[src/sv/dmx_pkg.sv]
`timescale 1ns / 1ps

package dmx_pkg;

	typedef enum logic [1:0] {
		OP_RX   = 2'd0,
		OP_TICK = 2'd1,
		OP_POP  = 2'd2,
		OP_READ = 2'd3
	} op_e_t;

	localparam logic [7:0] CH_DOLLAR = 8'h24;
	localparam logic [7:0] CH_W      = 8'h57;
	localparam logic [7:0] CH_M      = 8'h4D;
	localparam logic [7:0] CH_COMMA  = 8'h2C;
	localparam logic [7:0] CH_LF     = 8'h0A;

	localparam int          MIN_GOOD_LEN  = 5;
	localparam logic [10:0] AGE_MAX       = 11'h7FF;
	localparam logic [9:0]  TIMEOUT_RESET = 10'd200;

	localparam logic [0:0] REG_FRAME_TIMEOUT = 1'b0;

	typedef struct packed {
		logic       fifo_rd;
		logic       line_rd;
		logic [6:0] fifo_level;
		logic       fifo_dropped;
		logic       frame_done;
		logic       frame_good;
		logic [6:0] frame_length;
		logic       in_frame;
	} res_t;

endpackage

[src/sv/dmx_ram.sv]
`timescale 1ns / 1ps

module dmx_ram #(
	parameter int DEPTH = 64,
	parameter int AW    = 6
) (
	input  logic          clk,
	input  logic          we,
	input  logic [AW-1:0] waddr,
	input  logic [7:0]    wdata,
	input  logic          re,
	input  logic [AW-1:0] raddr,
	output logic [7:0]    rdata
);

	logic [7:0] mem_q [DEPTH];

	always_ff @(posedge clk) begin
		if (we) begin
			mem_q[waddr] <= wdata;
		end
	end

	always_ff @(posedge clk) begin
		if (re) begin
			rdata <= mem_q[raddr];
		end
	end

endmodule

[src/sv/dmx_ctrl.sv]
`timescale 1ns / 1ps

module dmx_ctrl #(
	parameter int FIFO_DEPTH = 64,
	parameter int LINE_DEPTH = 128,
	parameter int FAW        = 6,
	parameter int LAW        = 7
) (
	input  logic             clk,
	input  logic             arst_n,
	input  logic             accept,
	input  dmx_pkg::op_e_t   operation,
	input  logic [7:0]       rx_byte,
	input  logic [6:0]       line_index,
	input  logic [9:0]       timeout,
	output logic             fifo_we,
	output logic [FAW-1:0]   fifo_waddr,
	output logic             fifo_re,
	output logic [FAW-1:0]   fifo_raddr,
	output logic             line_we,
	output logic [LAW-1:0]   line_waddr,
	output logic             line_re,
	output logic [LAW-1:0]   line_raddr,
	output dmx_pkg::res_t    res
);
	import dmx_pkg::*;

	localparam int CNTW = $clog2(FIFO_DEPTH + 1);
	localparam int IW   = (LAW > 7) ? LAW : 7;

	logic [FAW-1:0]  head_q, head_n;
	logic [FAW-1:0]  tail_q, tail_n;
	logic [CNTW-1:0] count_q, count_n;
	logic [LAW-1:0]  fill_q, fill_n;
	logic [LAW-1:0]  last_len_q, last_len_n;
	logic            collecting_q, collecting_n;
	logic            prefix_q, prefix_n;
	logic [10:0]     age_q, age_n;
	logic [IW-1:0]   idx_ext;
	logic [IW-1:0]   len_ext;
	logic [LAW-1:0]  fill_inc;
	logic            eol;
	logic            full;
	logic            tmo;
	logic            dropped;
	logic            done;
	logic            good;

	assign idx_ext  = IW'(line_index);
	assign len_ext  = IW'(last_len_q);
	assign fill_inc = fill_q + LAW'(1);

	always_comb begin
		head_n       = head_q;
		tail_n       = tail_q;
		count_n      = count_q;
		fill_n       = fill_q;
		last_len_n   = last_len_q;
		collecting_n = collecting_q;
		prefix_n     = prefix_q;
		age_n        = age_q;
		fifo_we      = 1'b0;
		fifo_re      = 1'b0;
		line_we      = 1'b0;
		line_re      = 1'b0;
		fifo_waddr   = tail_q;
		fifo_raddr   = head_q;
		line_waddr   = fill_q;
		line_raddr   = idx_ext[LAW-1:0];
		dropped      = 1'b0;
		done         = 1'b0;
		good         = 1'b0;
		eol          = (rx_byte == CH_LF);
		full         = 1'b0;
		tmo          = (age_q > {1'b0, timeout});
		unique case (operation)
			OP_RX: begin
				if (collecting_q) begin
					if (fill_q < LAW'(LINE_DEPTH - 1)) begin
						line_we = 1'b1;
						fill_n  = fill_inc;
						if (fill_q == LAW'(1)) begin
							prefix_n = prefix_q && (rx_byte == CH_W);
						end else if (fill_q == LAW'(2)) begin
							prefix_n = prefix_q && (rx_byte == CH_M);
						end else if (fill_q == LAW'(3)) begin
							prefix_n = prefix_q && (rx_byte == CH_COMMA);
						end
					end
					full = (fill_n >= LAW'(LINE_DEPTH - 1));
					if (eol || full || tmo) begin
						done         = 1'b1;
						good         = eol && (fill_n >= LAW'(MIN_GOOD_LEN)) && prefix_n;
						last_len_n   = fill_n;
						collecting_n = 1'b0;
						fill_n       = '0;
					end
				end else if (rx_byte == CH_DOLLAR) begin
					collecting_n = 1'b1;
					age_n        = '0;
					line_we      = 1'b1;
					line_waddr   = '0;
					fill_n       = LAW'(1);
					prefix_n     = 1'b1;
				end else if (count_q == CNTW'(FIFO_DEPTH)) begin
					dropped = 1'b1;
				end else begin
					fifo_we = 1'b1;
					tail_n  = (tail_q == FAW'(FIFO_DEPTH - 1)) ? '0 : tail_q + FAW'(1);
					count_n = count_q + CNTW'(1);
				end
			end
			OP_TICK: begin
				if (age_q != AGE_MAX) begin
					age_n = age_q + 11'd1;
				end
			end
			OP_POP: begin
				if (count_q != '0) begin
					fifo_re = 1'b1;
					head_n  = (head_q == FAW'(FIFO_DEPTH - 1)) ? '0 : head_q + FAW'(1);
					count_n = count_q - CNTW'(1);
				end
			end
			OP_READ: begin
				if (idx_ext < len_ext) begin
					line_re = 1'b1;
				end
			end
			default: begin
			end
		endcase
		fifo_we = fifo_we && accept;
		fifo_re = fifo_re && accept;
		line_we = line_we && accept;
		line_re = line_re && accept;
	end

	always_comb begin
		res.fifo_rd      = fifo_re;
		res.line_rd      = line_re;
		res.fifo_level   = 7'(count_n);
		res.fifo_dropped = dropped;
		res.frame_done   = done;
		res.frame_good   = good;
		res.frame_length = 7'(last_len_n);
		res.in_frame     = collecting_n;
	end

	always_ff @(posedge clk or negedge arst_n) begin
		if (!arst_n) begin
			head_q       <= '0;
			tail_q       <= '0;
			count_q      <= '0;
			fill_q       <= '0;
			last_len_q   <= '0;
			collecting_q <= 1'b0;
			prefix_q     <= 1'b0;
			age_q        <= '0;
		end else if (accept) begin
			head_q       <= head_n;
			tail_q       <= tail_n;
			count_q      <= count_n;
			fill_q       <= fill_n;
			last_len_q   <= last_len_n;
			collecting_q <= collecting_n;
			prefix_q     <= prefix_n;
			age_q        <= age_n;
		end
	end

endmodule

[src/sv/dmx_out.sv]
`timescale 1ns / 1ps

module dmx_out (
	input  logic          clk,
	input  logic          arst_n,
	input  logic          accept,
	input  dmx_pkg::res_t res,
	input  logic [7:0]    fifo_rdata,
	input  logic [7:0]    line_rdata,
	output logic          busy,
	output logic          out_valid,
	input  logic          out_stall,
	output logic [7:0]    fifo_byte,
	output logic [7:0]    line_byte,
	output logic [6:0]    fifo_level,
	output logic          fifo_dropped,
	output logic          frame_done,
	output logic          frame_good,
	output logic [6:0]    frame_length,
	output logic          in_frame
);
	import dmx_pkg::*;

	logic valid_s1;
	res_t res_s1;
	logic adv;

	assign adv  = valid_s1 && (!out_valid || !out_stall);
	assign busy = valid_s1 && !adv;

	always_ff @(posedge clk or negedge arst_n) begin
		if (!arst_n) begin
			valid_s1 <= 1'b0;
		end else if (accept) begin
			valid_s1 <= 1'b1;
		end else if (adv) begin
			valid_s1 <= 1'b0;
		end
	end

	always_ff @(posedge clk) begin
		if (accept) begin
			res_s1 <= res;
		end
	end

	always_ff @(posedge clk or negedge arst_n) begin
		if (!arst_n) begin
			out_valid <= 1'b0;
		end else if (adv) begin
			out_valid <= 1'b1;
		end else if (!out_stall) begin
			out_valid <= 1'b0;
		end
	end

	always_ff @(posedge clk) begin
		if (adv) begin
			fifo_byte    <= res_s1.fifo_rd ? fifo_rdata : 8'd0;
			line_byte    <= res_s1.line_rd ? line_rdata : 8'd0;
			fifo_level   <= res_s1.fifo_level;
			fifo_dropped <= res_s1.fifo_dropped;
			frame_done   <= res_s1.frame_done;
			frame_good   <= res_s1.frame_good;
			frame_length <= res_s1.frame_length;
			in_frame     <= res_s1.in_frame;
		end
	end

endmodule

[src/sv/ascii_binary_stream_demux_top.sv]
`timescale 1ns / 1ps

// Splits a received byte stream into a binary FIFO and an ASCII frame store.
// The input channel (in_valid, in_stall) carries one operation per beat: a
// received byte, a millisecond tick, a FIFO pop or a frame store read.
// Every accepted beat yields exactly one result beat on the output channel
// (out_valid, out_stall) with the popped or read byte and the status flags.
// An accepted beat's result passes through the registered read of the FIFO or
// frame memory and then the output register. The block sustains one beat per
// cycle while the receiver does not stall; each beat makes at most one access
// to each memory, so no two beats contend for a memory port.
// When the receiver stalls, the output register and the memory read stage
// both fill, and then in_stall rises until the receiver takes a result.
// Reset empties the FIFO, closes any open frame, clears the frame length and
// age, and sets the frame timeout register to 200 ms. The memories are not
// cleared; nothing can read an entry that was never written.
// The frame timeout is written through the APB port at any address with paddr[2] clear.

module ascii_binary_stream_demux_top #(
	parameter int FIFO_DEPTH = 64,
	parameter int LINE_DEPTH = 128
) (
	input  logic        clk,
	input  logic        arst_n,
	input  logic        psel,
	input  logic        penable,
	input  logic        pwrite,
	input  logic [2:0]  paddr,
	input  logic [31:0] pwdata,
	output logic [31:0] prdata,
	output logic        pready,
	input  logic        in_valid,
	output logic        in_stall,
	input  logic [1:0]  operation,
	input  logic [7:0]  rx_byte,
	input  logic [6:0]  line_index,
	output logic        out_valid,
	input  logic        out_stall,
	output logic [7:0]  fifo_byte,
	output logic [7:0]  line_byte,
	output logic [6:0]  fifo_level,
	output logic        fifo_dropped,
	output logic        frame_done,
	output logic        frame_good,
	output logic [6:0]  frame_length,
	output logic        in_frame
);
	import dmx_pkg::*;

	localparam int FAW = $clog2(FIFO_DEPTH);
	localparam int LAW = $clog2(LINE_DEPTH);

	logic [9:0]     timeout_q;
	logic           accept;
	logic           busy;
	logic           fifo_we;
	logic [FAW-1:0] fifo_waddr;
	logic           fifo_re;
	logic [FAW-1:0] fifo_raddr;
	logic [7:0]     fifo_rdata;
	logic           line_we;
	logic [LAW-1:0] line_waddr;
	logic           line_re;
	logic [LAW-1:0] line_raddr;
	logic [7:0]     line_rdata;
	res_t           res;

	assign pready   = 1'b1;
	assign prdata   = (paddr[2] == REG_FRAME_TIMEOUT) ? {22'd0, timeout_q} : 32'd0;
	assign in_stall = busy;
	assign accept   = in_valid && !busy;

	always_ff @(posedge clk or negedge arst_n) begin
		if (!arst_n) begin
			timeout_q <= TIMEOUT_RESET;
		end else if (psel && penable && pwrite && pready && paddr[2] == REG_FRAME_TIMEOUT) begin
			timeout_q <= pwdata[9:0];
		end
	end

	dmx_ctrl #(
		.FIFO_DEPTH(FIFO_DEPTH),
		.LINE_DEPTH(LINE_DEPTH),
		.FAW       (FAW),
		.LAW       (LAW)
	) u_ctrl (
		.clk       (clk),
		.arst_n    (arst_n),
		.accept    (accept),
		.operation (op_e_t'(operation)),
		.rx_byte   (rx_byte),
		.line_index(line_index),
		.timeout   (timeout_q),
		.fifo_we   (fifo_we),
		.fifo_waddr(fifo_waddr),
		.fifo_re   (fifo_re),
		.fifo_raddr(fifo_raddr),
		.line_we   (line_we),
		.line_waddr(line_waddr),
		.line_re   (line_re),
		.line_raddr(line_raddr),
		.res       (res)
	);

	dmx_ram #(
		.DEPTH(FIFO_DEPTH),
		.AW   (FAW)
	) u_fifo_ram (
		.clk  (clk),
		.we   (fifo_we),
		.waddr(fifo_waddr),
		.wdata(rx_byte),
		.re   (fifo_re),
		.raddr(fifo_raddr),
		.rdata(fifo_rdata)
	);

	dmx_ram #(
		.DEPTH(LINE_DEPTH),
		.AW   (LAW)
	) u_line_ram (
		.clk  (clk),
		.we   (line_we),
		.waddr(line_waddr),
		.wdata(rx_byte),
		.re   (line_re),
		.raddr(line_raddr),
		.rdata(line_rdata)
	);

	dmx_out u_out (
		.clk         (clk),
		.arst_n      (arst_n),
		.accept      (accept),
		.res         (res),
		.fifo_rdata  (fifo_rdata),
		.line_rdata  (line_rdata),
		.busy        (busy),
		.out_valid   (out_valid),
		.out_stall   (out_stall),
		.fifo_byte   (fifo_byte),
		.line_byte   (line_byte),
		.fifo_level  (fifo_level),
		.fifo_dropped(fifo_dropped),
		.frame_done  (frame_done),
		.frame_good  (frame_good),
		.frame_length(frame_length),
		.in_frame    (in_frame)
	);

endmodule
[config.mk]
export PLATFORM = sky130hd
export DESIGN_NAME = ascii_binary_stream_demux_top
export DESIGN_NICKNAME = d
export VERILOG_FILES = /design/src/sv/dmx_pkg.sv /design/src/sv/dmx_ram.sv /design/src/sv/dmx_ctrl.sv /design/src/sv/dmx_out.sv /design/src/sv/ascii_binary_stream_demux_top.sv
export SDC_FILE = /design/constraint.sdc
export NUM_CORES = 2
export LEC_CHECK = 0
export BUFFER_PORTS_ARGS = -buffer_cell sky130_fd_sc_hd__buf_2
export CAP_MARGIN = 0
export CELL_PAD_IN_SITES_DETAIL_PLACEMENT = 0
export CELL_PAD_IN_SITES_GLOBAL_PLACEMENT = 1
export CORE_ASPECT_RATIO = 0.9
export CORE_MARGIN = 2
export CORE_UTILIZATION = 40
export CTS_CLUSTER_SIZE = 10
export DETAILED_ROUTE_END_ITERATION = 12
export PLACE_DENSITY = 0.68
export RECOVER_POWER = 50
export SLEW_MARGIN = 20
export SYNTH_ARGS = -nofsm -noshare
export SYNTH_HDL_FRONTEND = slang
export SYNTH_SLANG_ARGS = --single-unit
[constraint.sdc]
create_clock -name clk -period 4.9 [get_ports clk]
set_input_delay 0.49 -clock clk [delete_from_list [all_inputs] [get_ports clk]]
set_output_delay 0.49 -clock clk [all_outputs]
set_load 0.005 [all_outputs]
# == Yosys cells after proc, flatten, opt, wreduce, memory -nomap -nowiden ==
# Memory sizes are Yosys's and may differ from the RTL's. A register that Yosys moved wholly into a read port is not among the register bits.
# Index checks and enable logic that the tools add are counted.
# classes
addsub,6
mul,0
div,0
order_cmp,5
n_eq_ne,19
shifts,0
muxes,57
bitwise_logic,5
reduce_logical,34
# op_table
cell,n
$mux 7,16
$mux 1,33
$mux 11,3
$pmux 11 s2,1
$eq 8x6->1 const B,2
$eq 8x7->1 const B,2
$logic_and 1x1->1,15
$add 7x1->7 const B,2
$eq 7x2->1 const B,2
$pmux 7 s2,1
$add 6x1->6 const B,2
$eq 6x6->1 const B,2
$mux 6,2
$add 11x1->11 const B,1
$gt 11x10->1,1
$ne 11x11->1 const B,1
$mux 10,1
$reduce_and 5->1,2
$reduce_and 3->1,3
$eq 8x4->1 const B,1
$eq 7x1->1 const B,1
$eq 7x7->1 const B,1
$ge 7x3->1 const B,1
$ge 7x7->1 const B,1
other kinds (15),29
# word_totals
ff_bits,112
latchBits,0
mem_bits_rw,1536
romBits,0
input_bits,59
output_inout_bits,69
elab_cells,155
mem_count,2
# memory_table
memory,words,width,rd,rd_ports_with_merged_regs,write_ports,line,source
u_line_ram.mem_q,128,8,1,1,1,dmx_ram.sv:16,logic [7:0] mem_q [DEPTH];
u_fifo_ram.mem_q,64,8,1,1,1,dmx_ram.sv:16,

# == Longest topological paths before layout ==
# logic_depth
ltp_word,10
depth_mapped,10
mapped_depth_nobuf,8

# == Modules after synthesis ==
# From an unflattened synthesis, not the netlist that was laid out.
# hier_totals
cells_unflattened,3129
area_unflattened_um2,66144.7
# modules_own_cells
mod,n_inst,cells_per_inst,area_each_um2,seq_area_each_um2
dmx_ram (u_line_ram),1,1635,39745.6,30989.7
dmx_ram (u_fifo_ram),1,940,20246.9,15615.0
dmx_ctrl,1,419,3658.5,1151.1
dmx_out,1,76,1801.7,1671.6
ascii_binary_stream_demux_top,1,59,691.9,254.0

# == Worst setup path after synthesis ==
# OpenSTA, ideal clock, no wires.
# synth_path
path_kind,in2reg
from,input out_stall
to,register u_out.fifo_byte[0] (enable)
setup_time_ps,477
t_arrival_ps,3010
t_required_ps,4423
path_slack_ps,1413
cell_stages,1
path_buffers,0
cell_sequence,a21boi_0
# synth_between
elab_chain_len,3
# synth_lines
item,line,source
from (decl),ascii_binary_stream_demux_top.sv:38,"input logic out_stall,"
$logic_not 1->1,dmx_out.sv:28,assign adv = valid_s1 && (!out_valid || !out_stall);
$logic_or 1x1->1,dmx_out.sv:28,
$logic_and 1x1->1,dmx_out.sv:28,
to (signal assigned),dmx_out.sv:59,fifo_byte <= res_s1.fifo_rd ? fifo_rdata : 8'd0;
to (decl),dmx_out.sv:13,"output logic [7:0] fifo_byte,"
# Every way passes these cells.
# A chain may end at the register's enable or synchronous reset.

==> impl_metrics.yaml <==
synthesis:
  yosys.area.top_type: "edfxtp_1"
  synth_warnings: 0
  seq_area_frac_synth_pct: 75.96
  synthTopCellsByArea: "edfxtp_1 (74%), mux4_2 (11%), dfrtp_1 (2.1%), mux2i_1 (2.0%), nor2_1 (1.5%)"
  async_flop_share_pct: 3.486
  synth_top_area_share_pct: 73.74
  ys_ff_latch: 1664
  yosysUniqueCellTypes: 71
  synth-edff-count: 1606
  ys.flop_type: "edfxtp_1"
  netlist_area_sq_um: 65400
  syn_avg_cell_area_sq_um: 19.18
  synthCells: 3410
hold_path:
  whs_path_depth: 4
  holdCritPathClass: "input port to flip-flop"
sta:
  fin_crit_ns: 4.198
  period_share_pct: 85.67
  tns_ns: 0
  fin_skew_ns: 0.02640
  rsz0062_at_grt: "no"
  setup_viol: 0
  hold_viol_final: 0
  tightest_slew_ns: 3.035
  fmax_ghz: 0.2382
  drv_slew: 867
  relSlewSlack_pct: -102.3
floorplan:
  fp.dieH_microns: 387.6
  initial_core_util_pct: 40.36
  ios: 128
  coreArea_sq_um: 162000
  fp.dieW_microns: 430.2
  num_rows: 140
  dieArea_sq_um: 166800
clock_network:
  clock_sinks: 1664
  ctsHoldBuffers: 13
  cts_setup_buffers: 0
  clock_latency_ns: 0.80
  ctsResizeCount: 0
  clock_path_buffers: 3
  cts_tree: "yes"
  cts_buffers: 186
  h-tree-depth: 4
  root_buffer: "clkbuf_16"
  cts.clk_slew.worst_paths_ns: 0.06
critical_path:
  critPathLaunchType: "input port"
  path_buf_inv: 2
  critPathTopFamily: "buffers and inverters"
  r2r-end: "u_fifo_ram.mem_q[22][7]"
  crit_chain: "clkbuf_1, clkbuf_1, or4b_2, nor4_1, a211o_1, o21ai_4, mux2_2"
  cp-end-kind: "flip-flop"
  max_stage_delay_ns: 2.09
  crit_path_max_fanout: 60
  crit_path_end: "u_out.res_s1[7]"
  arrival_ns: 4.74
  rr_worst_depth: 5
  crit_type: "input port to flip-flop"
  cp.required_ns: 5.45
  path_depth: 7
  reg2reg_setup_slack_ns: 1.12
  r2r-start: "u_ctrl.collecting_q"
  critPathSlowestCell: "clkbuf_1"
  startpoint: "rx_byte[4]"
  crit_top_cell: "clkbuf_1"
route:
  drt_pass1_iterations: 7
  routed_wl_microns: 150700
  wl_per_cell_microns: 26.10
  drt_iter0_drc: 3516
  viasPerCell: 5.597
  antenna_left: 0
  drc_errors: 0
  vias: 32320
cells_and_area:
  syn2layout_area_growth_pct: 12.57
  stdcell_count: 5775
  design_area_sq_um: 73630
  drive_gt1_share_pct: 19.43
  nNetsFinal: 3662
  n_fill_cell: 13620
placement:
  dpl.cell_count: 5507
  globalplace.congestion: 0.7968
  hpwl_microns: 90580
  dpl_cell_area_sq_um: 68510
  numPortBuffers: 80
outcome:
  status: "complete, but fails checks"
  violations: "max-capacitance violations, max-slew violations"
flow_run:
  max_cap_viol_count: 13
global_routing:
  grt_busiest_layer: "met2"
  grt_pass1_wl_microns: 220800
  antenna_found_initial: 4
  overflow: 0
  met1_usage_pct: 25.83
  met2_usage_pct: 28.55
  grt_pass1_vias: 32610
  grt_use_total_pct: 17.98
  grt_max_degree: 196
  use_met3_pct: 3.017
power_and_ir_drop:
  p_per_area_nw_per_um2: 438.3
  p_leak_nw: 23.45
  peakVddDrop_v: 0.0003777
## stage by stage
stage | setup slack (ns) | hold slack (ns) | util [%] | total power, W
final | 0.7024 | 0.1943 | 45.44 | 0.03227
after global routing | 0.4584 | 0.2005 | 45.44 | 0.03339
after CTS | 1.125 | 0.006951 | 45.51 | 0.03254
after detailed placement | 0.9870 | 0.4045 | 42.28 | 0.02041
after global placement | 1.014 | 0.4056 | 42.28 | 0.02039
after floorplan | 1.413 | 0.1944 | - | 0.01892
## power breakdown
group          internal [W]  switching (W)  total, W  leakage [nW]
logic               0.00171        0.00221   0.00392          5.74
clock network       0.00700        0.00519    0.0122          2.48
registers            0.0158       0.000327    0.0162          15.2
total                0.0245        0.00773    0.0323          23.4
## synth_stat cells (all sizes together), types with 45 or more instances
| cell | instances |
|---|---|
| o22ai | 58 |
| edfxtp | 1606 |
| nand2 | 153 |
| mux2i | 129 |
| a211oi | 57 |
| nand3 | 45 |
| mux4 | 320 |
| a22oi | 118 |
| buf | 91 |
| a21oi | 46 |
| nor2 | 258 |
| dfrtp | 55 |
| clkbuf | 119 |
## worst reg2reg max path: cells and delay by family, from the launching register on
| family | cells | cell delay, ns |
|---|---|---|
| flops | 1 | 0.56 |
| simple gates | 5 | 2.83 |
## worst min-delay path by stage
stage	start	to	slack [ns]
floorplan	arst_n	timeout_q[0]	0.19
global placement	u_out.res_s1[12]	u_out.fifo_level[1]	0.41
detailed placement	u_out.res_s1[14]	u_out.fifo_level[3]	0.40
CTS	rx_byte[2]	u_line_ram.mem_q[42][2]	0.007
global route	operation[1]	u_ctrl.age_q[0]	0.20
finish	operation[1]	u_ctrl.age_q[1]	0.19
## layout by cell type, fill, tap and decap left out, types with 53 or more instances in the layout
cell type / count
nor2_1: 255
clkbuf_1: 68
a211oi_1: 56
mux4_2: 320
o22ai_1: 58
nand2_1: 153
a22oi_1: 118
dfrtp_1: 53
mux2i_1: 129
buf_2: 62
clkbuf_16: 192
edfxtp_1: 1606
## kinds of logic (layout without fill, tap and decap cells)
logic type / Yosys count / count (layout) / synth area share [%]
XOR/XNOR: 16 / 16 / 0.2143
buffers and inverters: 242 / 447 / 1.613
multiplexers: 476 / 476 / 13.46
adder cells (fa/ha/maj): 25 / 25 / 0.4783
AO/OA/AOI/OAI: 374 / 374 / 3.989
other: 2 / 32 / 0.01148
AND/OR/NAND/NOR: 611 / 611 / 4.272
flip-flops: 1664 / 1664 / 75.96
## sequential cells by signal, summed over array words and instances, names as in the netlist, 6 cells and up
register            flops
timeout_q              10
u_ctrl.age_q           11
u_ctrl.count_q          7
u_ctrl.fifo_raddr       6
u_ctrl.fifo_waddr       6
u_ctrl.fill_q           7
u_ctrl.last_len_q       7
u_fifo_ram.mem_q      512
u_fifo_ram.rdata        8
u_line_ram.mem_q     1024
u_line_ram.rdata        8
u_out.fifo_byte         8
u_out.fifo_level        7
u_out.frame_length      7
u_out.line_byte         8
u_out.res_s1           20
## metal layers
| metal | wire, microns | share of wire [%] | vias to the layer above |
|---|---|---|---|
| li1 | - | - | 14120 |
| met5 | 18 | 0.012 | - |
| met2 | 72170 | 48 | 1039 |
| met4 | 2947 | 2.0 | 2 |
| met3 | 9234 | 6.1 | 209 |
| met1 | 66360 | 44 | 16960 |
## layout make-up
type                    instances  area (sq um)  area share [%]
multi-input cells            1533         14820           20.13
clock inverters                15         112.6          0.1529
well taps                    2130          2665           3.620
clock buffers                 239          4981           6.765
inverters                      32         120.1          0.1631
repair buffers                161          1231           1.672
diodes                          1         2.502        0.003399
flip-flops and latches       1664         49690           67.49
Note: power is estimated with default switching activity, not from simulation.
